## config.mk

```make
export PLATFORM = sky130hd
export DESIGN_NAME = halfband_decimate_by_two_unit
export DESIGN_NICKNAME = d
export VERILOG_FILES = /design/src/design/hbd2_pkg.sv /design/src/design/hbd2_taps.sv /design/src/design/hbd2_mac.sv /design/src/design/hbd2_seq.sv /design/src/design/halfband_decimate_by_two_unit.sv
export SDC_FILE = /design/constraint.sdc
export NUM_CORES = 2
export LEC_CHECK = 0
export ABC_AREA = 0
export BUFFER_PORTS_ARGS = -buffer_cell sky130_fd_sc_hd__buf_2
export CELL_PAD_IN_SITES_DETAIL_PLACEMENT = 1
export CELL_PAD_IN_SITES_GLOBAL_PLACEMENT = 1
export CORE_MARGIN = 2
export CORE_UTILIZATION = 44
export CTS_CLUSTER_SIZE = 20
export DETAILED_ROUTE_END_ITERATION = 8
export PLACE_DENSITY_LB_ADDON = 0.12
export SYNTH_ARGS = -nofsm -noshare
export SYNTH_HDL_FRONTEND = slang
export SYNTH_SLANG_ARGS = --single-unit
```

## constraint.sdc

```tcl
create_clock -name i_clk -period 23.7 [get_ports i_clk]
set_clock_uncertainty 0.05 [all_clocks]
set_input_delay 2.37 -clock i_clk [delete_from_list [all_inputs] [get_ports i_clk]]
set_output_delay 2.37 -clock i_clk [all_outputs]
set_load 0.01 [all_outputs]
```

## src/design/hbd2_pkg.sv

```systemverilog
`timescale 1ns / 1ps
`default_nettype none

package hbd2_pkg;

    localparam int TAP_COUNT    = 31;
    localparam int SAMPLE_WIDTH = 16;
    localparam int COEF_WIDTH   = 18;

    localparam int HALF_TAPS = TAP_COUNT / 2;
    localparam int STEP_W    = $clog2(TAP_COUNT);
    localparam int WARM_W    = $clog2(HALF_TAPS + 1);
    localparam int FLUSH_W   = $clog2(HALF_TAPS + 1);
    localparam int PROD_W    = SAMPLE_WIDTH + COEF_WIDTH;
    localparam int ACC_W     = PROD_W + $clog2(TAP_COUNT) + 1;

    localparam logic [STEP_W-1:0]  STEP_LAST  = STEP_W'(TAP_COUNT - 1);
    localparam logic [WARM_W-1:0]  WARM_FULL  = WARM_W'(HALF_TAPS);
    localparam logic [FLUSH_W-1:0] FLUSH_LAST = FLUSH_W'(HALF_TAPS - 1);
    // An output due at one of the last two flush pushes is the last one of the stream.
    localparam logic [FLUSH_W-1:0] FLUSH_FINAL_FROM = FLUSH_W'(HALF_TAPS - 2);
    // The output is due when the centre sample index is even.
    localparam logic DUE_PHASE = 1'(HALF_TAPS % 2);

    // Half-band taps in Q1.17, normalized to unity DC gain and scaled by sqrt(2).
    localparam logic signed [COEF_WIDTH-1:0] HB_COEF [TAP_COUNT] = '{
        -18'sd24,    18'sd0, 18'sd202,    18'sd0, -18'sd789,   18'sd0,
        18'sd2229,   18'sd0, -18'sd5176,  18'sd0, 18'sd10609, 18'sd0,
        -18'sd21280, 18'sd0, 18'sd68014, 18'sd77794, 18'sd68014,
        18'sd0, -18'sd21280, 18'sd0, 18'sd10609, 18'sd0, -18'sd5176,
        18'sd0, 18'sd2229,   18'sd0, -18'sd789,  18'sd0, 18'sd202,
        18'sd0, -18'sd24
    };

    typedef enum logic [2:0] {
        S_IDLE,
        S_FLUSH,
        S_MAC,
        S_DRAIN,
        S_OUT
    } t_state;

    typedef struct packed {
        logic push;
        logic rotate;
        logic zero_in;
        logic clear;
    } t_tap_ctrl;

    typedef struct packed {
        logic              clear;
        logic              mul_en;
        logic [STEP_W-1:0] step;
    } t_mac_ctrl;

endpackage

`default_nettype wire

```

## src/design/hbd2_taps.sv

```systemverilog
`timescale 1ns / 1ps
`default_nettype none

// Delay line. A push shifts a new sample in at the head; a rotate moves the
// tail back to the head, so after a full lap the line is as it was.
module hbd2_taps (
    input  wire logic                                       i_clk,
    input  wire logic                                       i_rst_n,
    input  wire hbd2_pkg::t_tap_ctrl                        i_ctrl,
    input  wire logic signed [hbd2_pkg::SAMPLE_WIDTH-1:0]   i_sample,
    output logic signed [hbd2_pkg::SAMPLE_WIDTH-1:0]        o_tail
);

    logic signed [hbd2_pkg::SAMPLE_WIDTH-1:0] r_tap [hbd2_pkg::TAP_COUNT];
    logic signed [hbd2_pkg::SAMPLE_WIDTH-1:0] n_tap [hbd2_pkg::TAP_COUNT];

    always_comb begin
        n_tap = r_tap;
        if (i_ctrl.clear) begin
            for (int k = 0; k < hbd2_pkg::TAP_COUNT; k++) begin
                n_tap[k] = '0;
            end
        end else if (i_ctrl.push || i_ctrl.rotate) begin
            for (int k = 1; k < hbd2_pkg::TAP_COUNT; k++) begin
                n_tap[k] = r_tap[k-1];
            end
            if (i_ctrl.rotate) begin
                n_tap[0] = r_tap[hbd2_pkg::TAP_COUNT-1];
            end else if (i_ctrl.zero_in) begin
                n_tap[0] = '0;
            end else begin
                n_tap[0] = i_sample;
            end
        end
    end

    always_ff @(posedge i_clk) begin
        if (!i_rst_n) begin
            for (int k = 0; k < hbd2_pkg::TAP_COUNT; k++) begin
                r_tap[k] <= '0;
            end
        end else begin
            r_tap <= n_tap;
        end
    end

    assign o_tail = r_tap[hbd2_pkg::TAP_COUNT-1];

endmodule

`default_nettype wire

```

## src/design/hbd2_mac.sv

```systemverilog
`timescale 1ns / 1ps
`default_nettype none

// Shared multiply-accumulate unit with round-half-up and saturation on the sum.
module hbd2_mac (
    input  wire logic                                       i_clk,
    input  wire logic                                       i_rst_n,
    input  wire hbd2_pkg::t_mac_ctrl                        i_ctrl,
    input  wire logic signed [hbd2_pkg::SAMPLE_WIDTH-1:0]   i_tap,
    output logic signed [hbd2_pkg::SAMPLE_WIDTH-1:0]        o_result
);

    localparam int ACC_W = hbd2_pkg::ACC_W;
    localparam int SHIFT = hbd2_pkg::COEF_WIDTH - 1;
    localparam logic signed [ACC_W-1:0] ROUND_ADD = ACC_W'(2 ** (SHIFT - 1));
    localparam logic signed [ACC_W-1:0] SAT_MAX =
        ACC_W'(2 ** (hbd2_pkg::SAMPLE_WIDTH - 1) - 1);
    localparam logic signed [ACC_W-1:0] SAT_MIN =
        -ACC_W'(2 ** (hbd2_pkg::SAMPLE_WIDTH - 1));

    logic signed [hbd2_pkg::PROD_W-1:0] r_prod;
    logic                               r_prod_vld;
    logic signed [ACC_W-1:0]            r_acc;
    logic signed [ACC_W-1:0]            n_acc;
    logic signed [ACC_W-1:0]            rounded;
    logic signed [ACC_W-1:0]            scaled;

    always_ff @(posedge i_clk) begin
        if (!i_rst_n) begin
            r_prod_vld <= 1'b0;
        end else begin
            r_prod_vld <= i_ctrl.mul_en;
        end
    end

    always_ff @(posedge i_clk) begin
        if (i_ctrl.mul_en) begin
            r_prod <= i_tap * hbd2_pkg::HB_COEF[i_ctrl.step];
        end
    end

    always_comb begin
        n_acc = r_acc;
        if (i_ctrl.clear) begin
            n_acc = '0;
        end else if (r_prod_vld) begin
            n_acc = r_acc + ACC_W'(r_prod);
        end
    end

    always_ff @(posedge i_clk) begin
        r_acc <= n_acc;
    end

    always_comb begin
        rounded = r_acc + ROUND_ADD;
        scaled  = rounded >>> SHIFT;
        if (scaled > SAT_MAX) begin
            o_result = SAT_MAX[hbd2_pkg::SAMPLE_WIDTH-1:0];
        end else if (scaled < SAT_MIN) begin
            o_result = SAT_MIN[hbd2_pkg::SAMPLE_WIDTH-1:0];
        end else begin
            o_result = scaled[hbd2_pkg::SAMPLE_WIDTH-1:0];
        end
    end

endmodule

`default_nettype wire

```

## src/design/hbd2_seq.sv

```systemverilog
`timescale 1ns / 1ps
`default_nettype none

// Sequencer: tracks warm-up and phase, steps the MAC over the taps and runs the flush.
module hbd2_seq (
    input  wire logic             i_clk,
    input  wire logic             i_rst_n,
    input  wire logic             i_valid,
    input  wire logic             i_end_of_stream,
    input  wire logic             i_out_free,
    output logic                  o_ready,
    output logic                  o_load,
    output logic                  o_final,
    output hbd2_pkg::t_tap_ctrl   o_tap_ctrl,
    output hbd2_pkg::t_mac_ctrl   o_mac_ctrl
);

    hbd2_pkg::t_state                  r_state, n_state;
    logic [hbd2_pkg::STEP_W-1:0]       r_step, n_step;
    logic [hbd2_pkg::WARM_W-1:0]       r_warm, n_warm;
    logic                              r_phase, n_phase;
    logic [hbd2_pkg::FLUSH_W-1:0]      r_flush, n_flush;
    logic                              r_eos, n_eos;
    logic                              r_final, n_final;
    logic                              due;

    always_ff @(posedge i_clk) begin
        if (!i_rst_n) begin
            r_state <= hbd2_pkg::S_IDLE;
            r_step  <= '0;
            r_warm  <= '0;
            r_phase <= 1'b0;
            r_flush <= '0;
            r_eos   <= 1'b0;
            r_final <= 1'b0;
        end else begin
            r_state <= n_state;
            r_step  <= n_step;
            r_warm  <= n_warm;
            r_phase <= n_phase;
            r_flush <= n_flush;
            r_eos   <= n_eos;
            r_final <= n_final;
        end
    end

    assign due = (r_warm == hbd2_pkg::WARM_FULL) && (r_phase == hbd2_pkg::DUE_PHASE);

    always_comb begin
        n_state    = r_state;
        n_step     = r_step;
        n_warm     = r_warm;
        n_phase    = r_phase;
        n_flush    = r_flush;
        n_eos      = r_eos;
        n_final    = r_final;
        o_ready    = 1'b0;
        o_load     = 1'b0;
        o_tap_ctrl = '0;
        o_mac_ctrl = '{clear: 1'b0, mul_en: 1'b0, step: r_step};

        unique case (r_state)
            hbd2_pkg::S_IDLE: begin
                o_ready = 1'b1;
                if (i_valid) begin
                    o_tap_ctrl.push = 1'b1;
                    n_phase = ~r_phase;
                    if (r_warm != hbd2_pkg::WARM_FULL) begin
                        n_warm = r_warm + 1'b1;
                    end
                    n_eos   = i_end_of_stream;
                    n_flush = '0;
                    n_final = 1'b0;
                    if (due) begin
                        o_mac_ctrl.clear = 1'b1;
                        n_step  = '0;
                        n_state = hbd2_pkg::S_MAC;
                    end else if (i_end_of_stream) begin
                        n_state = hbd2_pkg::S_FLUSH;
                    end
                end
            end
            hbd2_pkg::S_FLUSH: begin
                o_tap_ctrl.push    = 1'b1;
                o_tap_ctrl.zero_in = 1'b1;
                n_phase = ~r_phase;
                if (r_warm != hbd2_pkg::WARM_FULL) begin
                    n_warm = r_warm + 1'b1;
                end
                n_flush = r_flush + 1'b1;
                if (due) begin
                    o_mac_ctrl.clear = 1'b1;
                    n_step  = '0;
                    n_final = (r_flush >= hbd2_pkg::FLUSH_FINAL_FROM);
                    n_state = hbd2_pkg::S_MAC;
                end else if (r_flush == hbd2_pkg::FLUSH_LAST) begin
                    o_tap_ctrl.clear = 1'b1;
                    n_warm  = '0;
                    n_phase = 1'b0;
                    n_eos   = 1'b0;
                    n_state = hbd2_pkg::S_IDLE;
                end
            end
            hbd2_pkg::S_MAC: begin
                o_tap_ctrl.rotate = 1'b1;
                o_mac_ctrl.mul_en = 1'b1;
                n_step = r_step + 1'b1;
                if (r_step == hbd2_pkg::STEP_LAST) begin
                    n_step  = '0;
                    n_state = hbd2_pkg::S_DRAIN;
                end
            end
            hbd2_pkg::S_DRAIN: begin
                n_state = hbd2_pkg::S_OUT;
            end
            hbd2_pkg::S_OUT: begin
                if (i_out_free) begin
                    o_load = 1'b1;
                    if (r_final) begin
                        // The last result of the stream clears the block for a new one.
                        o_tap_ctrl.clear = 1'b1;
                        n_warm  = '0;
                        n_phase = 1'b0;
                        n_eos   = 1'b0;
                        n_final = 1'b0;
                        n_state = hbd2_pkg::S_IDLE;
                    end else if (r_eos) begin
                        n_state = hbd2_pkg::S_FLUSH;
                    end else begin
                        n_state = hbd2_pkg::S_IDLE;
                    end
                end
            end
            default: begin
                n_state = hbd2_pkg::S_IDLE;
            end
        endcase
    end

    assign o_final = r_final;

    a_no_push_in_lap: assert property (@(posedge i_clk) disable iff (!i_rst_n)
        !(o_tap_ctrl.push && o_tap_ctrl.rotate))
        else $error("delay line pushed during a MAC lap");

    a_out_after_drain: assert property (@(posedge i_clk) disable iff (!i_rst_n)
        (r_state == hbd2_pkg::S_OUT && $past(r_state) != hbd2_pkg::S_OUT)
        |-> $past(r_state) == hbd2_pkg::S_DRAIN)
        else $error("result presented without a full accumulation");

    a_final_only_in_flush: assert property (@(posedge i_clk) disable iff (!i_rst_n)
        r_final |-> r_eos)
        else $error("final flag set outside a flush");

    a_lap_length: assert property (@(posedge i_clk) disable iff (!i_rst_n)
        (r_state == hbd2_pkg::S_MAC && $past(r_state) != hbd2_pkg::S_MAC)
        |-> r_step == '0)
        else $error("MAC lap did not start at the first tap");

endmodule

`default_nettype wire

```

## src/design/halfband_decimate_by_two_unit.sv

```systemverilog
`timescale 1ns / 1ps
`default_nettype none

// Half-band decimate-by-two filter for signed Q1.15 audio. Each accepted
// request pushes one sample into a 31-entry delay line; at every second
// sample, once fifteen samples have been seen, a 31-tap half-band lowpass
// (Q1.17 taps) is evaluated and one Q1.15 result, rounded half up and
// saturated, is returned. A request marked end_of_stream flushes the filter
// with fifteen zero samples, returns the pending results (up to eight in all
// for that request), flags the last with final_out and clears the block for a
// new stream. A request that produces no result only pushes its sample. One
// that does is followed, before the next request is taken, by a lap in which a
// single shared multiplier walks the 31 taps one per cycle while the delay line
// rotates past it, a drain step that finishes the sum and a load of the output
// register once that register is free. A flush pushes its zero samples one by
// one and runs the same lap, drain and load for each flushed result. The output
// register holds a finished result while the filter goes on with the next one.
module halfband_decimate_by_two_unit (
    input  wire logic                                       i_clk,
    input  wire logic                                       i_rst_n,
    input  wire logic                                       i_valid,
    output logic                                            o_ready,
    input  wire logic signed [hbd2_pkg::SAMPLE_WIDTH-1:0]   i_sample_in,
    input  wire logic                                       i_end_of_stream,
    output logic                                            o_valid,
    input  wire logic                                       i_ready,
    output logic signed [hbd2_pkg::SAMPLE_WIDTH-1:0]        o_sample_out,
    output logic                                            o_final_out
);

    hbd2_pkg::t_tap_ctrl                      tap_ctrl;
    hbd2_pkg::t_mac_ctrl                      mac_ctrl;
    logic signed [hbd2_pkg::SAMPLE_WIDTH-1:0] tail;
    logic signed [hbd2_pkg::SAMPLE_WIDTH-1:0] result;
    logic                                     load;
    logic                                     final_flag;
    logic                                     out_free;

    logic                                     r_out_valid;
    logic signed [hbd2_pkg::SAMPLE_WIDTH-1:0] r_out_sample;
    logic                                     r_out_final;

    // The output register can take a new result when it is empty or being drained.
    assign out_free = !r_out_valid || i_ready;

    hbd2_seq u_seq (
        .i_clk           (i_clk),
        .i_rst_n         (i_rst_n),
        .i_valid         (i_valid),
        .i_end_of_stream (i_end_of_stream),
        .i_out_free      (out_free),
        .o_ready         (o_ready),
        .o_load          (load),
        .o_final         (final_flag),
        .o_tap_ctrl      (tap_ctrl),
        .o_mac_ctrl      (mac_ctrl)
    );

    hbd2_taps u_taps (
        .i_clk    (i_clk),
        .i_rst_n  (i_rst_n),
        .i_ctrl   (tap_ctrl),
        .i_sample (i_sample_in),
        .o_tail   (tail)
    );

    hbd2_mac u_mac (
        .i_clk    (i_clk),
        .i_rst_n  (i_rst_n),
        .i_ctrl   (mac_ctrl),
        .i_tap    (tail),
        .o_result (result)
    );

    always_ff @(posedge i_clk) begin
        if (!i_rst_n) begin
            r_out_valid <= 1'b0;
        end else if (load) begin
            r_out_valid <= 1'b1;
        end else if (i_ready) begin
            r_out_valid <= 1'b0;
        end
    end

    always_ff @(posedge i_clk) begin
        if (load) begin
            r_out_sample <= result;
            r_out_final  <= final_flag;
        end
    end

    assign o_valid      = r_out_valid;
    assign o_sample_out = r_out_sample;
    assign o_final_out  = r_out_final;

    a_load_when_free: assert property (@(posedge i_clk) disable iff (!i_rst_n)
        load |-> out_free)
        else $error("result loaded over one not yet taken");

    a_busy_while_loading: assert property (@(posedge i_clk) disable iff (!i_rst_n)
        load |-> !o_ready)
        else $error("request taken while a result is being loaded");

    a_quiet_after_final: assert property (@(posedge i_clk) disable iff (!i_rst_n)
        (load && final_flag) |=> !load)
        else $error("result produced right after the end of a stream");

endmodule

`default_nettype wire

```

After elaboration in Yosys (flattened, before gate mapping). Memories as Yosys holds them, arrays and structs flattened. Cells that the tools add are included.

Bits in registers: 608. Bits of input ports: 21. Memories kept: 1. Word-level logic and storage cells: 150. Bits in read-only memories: 576. Output and inout bits: 19.

Memory list: (no name shown) (depth 32, bits a word 18, rd ports 1, clocked after Yosys merged registers in 0, wr ports 0, RTL line hbd2_mac.sv:38) `r_prod <= i_tap * hbd2_pkg::HB_COEF[i_ctrl.step];`.

$add $sub $neg: 5. Reduce and logical (&&, ||, !) cells: 16. Magnitude comparators: 4. Multipliers: 1. Mux-type cells: 59. Equal/unequal tests: 17. Bitwise logic cells: 3.

Operators by type and width (number): $mux 16 (3); $add 40x18->40 const B (1); $add 40x34->40 (1); $mux 18 (2); $mul 16x18->34 (1); $mux 4 (7); $mux 1 (27); $gt 23x16->1 const B (1); $lt 23x16->1 const B (1); $mux 3 (7); $mux 5 (3); $pmux 3 s5 (1); $pmux 5 s3 (1); $pmux 4 s3 (1); $pmux 1 s3 (3); $add 4x1->4 const B (2); $eq 4x4->1 const B (2); $ne 2x1->1 const B (4); $pmux 4 s2 (1); $reduce_and 4->1 (2); $eq 3x2->1 const B (2); $ge 6x6->1 const B (1); $ne 2x2->1 const B (3); $not 5->6 (1); 20 further kinds (27).

Depth between registers and ports, before layout.
Word-level depth: 5. Gate-level depth with buffers: 33. Gate-level depth less buffers: 29.

Modules after synthesis. A second synthesis with hierarchy kept.

Cells, all modules: 4351. Area, all modules: 39465.4 um^2.

Modules (own cells, without submodules): hbd2_taps (area an instance 21056.4 um^2, sequential area each 9929.5 um^2, cells an instance 2294, instances 1); hbd2_mac (area an instance 16613.4 um^2, sequential area each 1841.8 um^2, cells an instance 1890, instances 1); hbd2_seq (area an instance 1236.2 um^2, sequential area each 380.4 um^2, cells an instance 146, instances 1); halfband_decimate_by_two_unit (area an instance 559.3 um^2, sequential area each 530.5 um^2, cells an instance 21, instances 1).

Worst setup path after synthesis. No wires, ideal clock.

Kind: reg-to-reg. Start: reg u_seq.r_step[1] (netlist bit). End: reg u_mac.r_prod[32] (netlist bit) (data pin). Cell stages (with the launch flop): 32. Buffers on the path: 3. Clock period less this slack: 7727 ps. Data arrival time: 7420 ps. Setup slack: 15973 ps. Data required time: 23392 ps. Library setup time: 258 ps. Cells stage by stage: dfxtp_1 -> clkbuf_1 -> inv_1 -> ha_1 -> clkbuf_1 -> nor2b_1 -> a211oi_1 -> nor2_1 -> o21ai_0 -> a21oi_1 -> clkbuf_1 -> and2_1 -> fa_1 -> inv_1 -> fa_1 -> fa_1 -> inv_1 -> fa_1 -> fa_1 -> inv_1 -> fa_1 -> inv_1 -> ha_1 -> a21o_1 -> a21o_1 -> a21oi_1 -> o21ai_1 -> o41a_1 -> a41o_1 -> a311o_1 -> a21oi_2 -> xnor2_1.

Longest elaborated chain between the ends: 5.

RTL lines: start, declared (RTL line hbd2_seq.sv:19) `logic [hbd2_pkg::STEP_W-1:0] r_step, n_step;`; start signal, assigned (RTL line hbd2_seq.sv:38) `r_step <= n_step;`; $not 5->6 (implied by the code) (RTL line hbd2_mac.sv:38); $mem_v2 32x18; $mux 18 (implied by the code) (2 in series) (RTL line hbd2_mac.sv:38); $mul 16x18->34 (RTL line hbd2_mac.sv:38); end signal, assigned (RTL line hbd2_mac.sv:38); end, declared (RTL line hbd2_mac.sv:21) `logic signed [hbd2_pkg::PROD_W-1:0] r_prod;`.

No other way between the ends. The select of a mux whose other input is x is not followed. A chain may end at the register's enable or synchronous reset.

Worst setup path after layout.
Start: reg u_seq.r_step[0] (netlist bit). End: reg u_mac.r_prod[32] (netlist bit) (data pin).

Same word-level chain as after synthesis.

==> flow_summary.json <==
{
  "outcome": "complete, no violations",
  "path_max_fanout": 16,
  "drc": 0,
  "core_area_sq_um": 79130,
  "synthArstFlopShare_pct": 0,
  "synth_edf_count": 51,
  "leakagePower_nw": 15.77,
  "drv_cap": 0,
  "hp-class": "flop to flop",
  "syn-mean-instance-area_sq_um": 8.333,
  "ys_seq_area_share_pct": 35.97,
  "fin_area_sq_um": 38670,
  "timing.rr.end": "u_mac.r_prod[32]",
  "min_from": "u_taps.r_tap[406]",
  "setup-tns-final_ns": 0,
  "reg2reg_slack_ns": 15.12,
  "rsz0062_at_grt": "false",
  "fillCellCount": 9394,
  "first_global_vias": 27774,
  "root_buffer": "clkbuf_16",
  "path_class": "flop to flop",
  "worstRegToRegCells": 28,
  "wire_per_inst_um": 16.44,
  "antenna_left": 0,
  "io_buffers": 39,
  "maxSlewViolCount": 0,
  "multi_input_area_sq_um": 20220,
  "track_usage_pct": 21.19,
  "final-seq-area_sq_um": 12680,
  "drive_gt1_share_pct": 5.719,
  "clk_latency_ns": 0.63,
  "drt_iter0_drc": 1846,
  "ys.flop_type": "dfxtp_1",
  "viasPerCell": 5.195,
  "critPathLaunch": "u_seq.r_step[0]",
  "gp_congestion": 0.8316,
  "dieArea_sq_um": 82410,
  "cp.required_ns": 24.00,
  "wirelength_mm": 85.95,
  "crit-reg2reg-launch": "u_seq.r_step[0]",
  "finalPower_mw": 2.247,
  "area_growth_pct": 9.671,
  "cts_max_level": 3,
  "nets": 4569,
  "cts-hold-fix-buffers": 0,
  "yosys_warnings": 0,
  "clkSinkCount": 608,
  "crit_end": "u_mac.r_prod[32]",
  "fin_cells": 5229,
  "period_share_pct": 36.20,
  "syn_inst": 4231,
  "endpoint_kind": "flop",
  "crit_slowest_cell": "a31oi_2",
  "ctsResizeCount": 0,
  "ys_seq_elements": 608,
  "yosysUniqueCellTypes": 79,
  "dieWidth_um": 287.1,
  "place_inst": 5099,
  "power.density_nw_per_um2": 58.12,
  "arrival_ns": 8.88,
  "rows": 103,
  "finalCriticalPeriod_ns": 8.580,
  "netlist_area_sq_um": 35260,
  "dp_hpwl_mm": 57.46,
  "start_util_pct": 44.56,
  "tightest_slew_ns": 1.276,
  "slew_headroom_pct": 14.35,
  "clk_pin_slew_worst_paths_ns": 0.06,
  "synth.net_count": 4678,
  "place_area_sq_um": 36200,
  "dieHeight_um": 287.1,
  "pin_count": 40,
  "vias": 27167,
  "vdd_drop_max_v": 0.00005311,
  "grt_pass1_wl_mm": 143.8,
  "antenna_cells": 0,
  "antenna_found_initial": 3,
  "clk_path_buf_depth": 3,
  "first_pass_iters": 5,
  "postCtsSetupRepairBufs": 0,
  "hold_viol": 0,
  "grt_max_degree": 228,
  "cts_tree": "done",
  "cp_slowest_stage_delay_ns": 0.79,
  "grt_overflow": 0,
  "worstSetupStartpointType": "flop",
  "fmax_mhz": 116.6,
  "final-setup-viol-count": 0,
  "cts-buffers-inserted": 71
}
==> cells by family (layout without fill, tap and decap cells) <==
| kind of cell | Yosys count | after routing | synth area share [%] |
|---|---|---|---|
| simple gates | 1600 | 1600 | 19.04 |
| compound gates | 832 | 832 | 13.67 |
| buf+inv | 645 | 593 | 6.903 |
| flops | 608 | 608 | 35.97 |
| fa+ha+maj | 426 | 426 | 21.31 |
| xor+xnor | 90 | 90 | 2.236 |
| mux | 30 | 30 | 0.8588 |
==> power breakdown <==
group	switching (mW)	internal (mW)	total, mW	leakage [nW]
registers	0.00433	1.04	1.04	5.04
clock network	0.456	0.665	1.12	1.20
logic	0.0715	0.0117	0.0832	9.53
total	0.531	1.72	2.25	15.8
==> sequential cells by signal, summed over array words and instances, names as in the netlist <==
name / cells
o_sample_out: 16
u_mac.r_prod_vld: 1
u_taps.o_tail: 16
u_taps.r_tap: 480
u_seq.r_flush: 4
u_seq.r_step: 5
u_mac.r_acc: 40
u_seq.r_state: 3
o_final_out: 1
u_seq.r_eos: 1
u_seq.r_phase: 1
u_mac.r_prod: 34
u_seq.o_final: 1
u_seq.r_warm: 4
o_valid: 1
==> how the worst min path moves through the flow <==
stage	to	cells past startpoint
finish	u_taps.r_tap[390]	2
global route	u_taps.r_tap[455]	2
detailed placement	u_taps.r_tap[233]	2
global placement	u_taps.r_tap[209]	2
CTS	u_taps.r_tap[390]	2
floorplan	u_taps.r_tap[479]	2
==> critical path, delay by kind of cell (launching register included) <==
kind | cells | cell delay [ns]
compound gates | 10 | 2.92
xor+xnor | 1 | 0.07
fa+ha+maj | 8 | 3.66
buf+inv | 6 | 0.54
flops | 1 | 0.49
simple gates | 3 | 0.57
==> cell usage after synthesis, drive strengths merged, types with 28 or more instances <==
master  count  share of area (%)
fa        291                 17
ha        135                4.8
nand3      33               0.50
xnor2      64                1.6
a21o       37               0.79
and2      132                2.3
nor2      148                1.6
nor3       29               0.46
a21oi     572                8.1
edfxtp     51                4.3
mux2i      28               0.79
o21ai      72                1.1
inv       385                4.1
dfxtp     557                 32
clkbuf    240                2.6
nand2    1163                 12
==> per-stage QoR <==
stage / hold WS [ns] / util (%) / setup slack [ns]
detailed placement: 0.3943 / 45.75 / 15.11
floorplan: 0.3812 / - / 15.97
global route: 0.3979 / 48.86 / 14.57
global placement: 0.3885 / 45.75 / 15.24
finish: 0.3797 / 48.86 / 15.12
CTS: 0.3759 / 48.86 / 15.15
==> cell usage in the layout, fill, tap and decap left out, types with 32 or more instances in the layout <==
cell type  netlist  final
nor2_1         148    147
buf_4            1     32
o21ai_0         52     50
a21oi_1        570    567
fa_1           291    291
ha_1           135    135
buf_2            1     39
clkbuf_16        0     71
and2_1         132    132
dfxtp_1        557    556
xnor2_1         64     64
inv_1          385    385
edfxtp_1        51     51
nand2_1       1163   1163
a21o_1          37     37
==> metal layers <==
| metal | up-vias | GRT usage, % | wire length, um |
|---|---|---|---|
| li1 | 13355 | - | - |
| met1 | 13363 | 30.71 | 42800 |
| met2 | 338 | 33.60 | 38460 |
| met3 | 109 | 2.952 | 3122 |
| met4 | 2 | 4.674 | 1558 |
| met5 | - | 0 | 13 |
==> cell type report <==
type,count,area share (%)
Multi-Input combinational cell,2978,52.28
Sequential cell,608,32.80
Clock buffer,102,5.388
Inverter,387,3.757
Tap cell,1050,3.398
Timing Repair Buffer,76,1.385
Clock inverter,28,0.9870
Power figures use the tool's default switching activity.
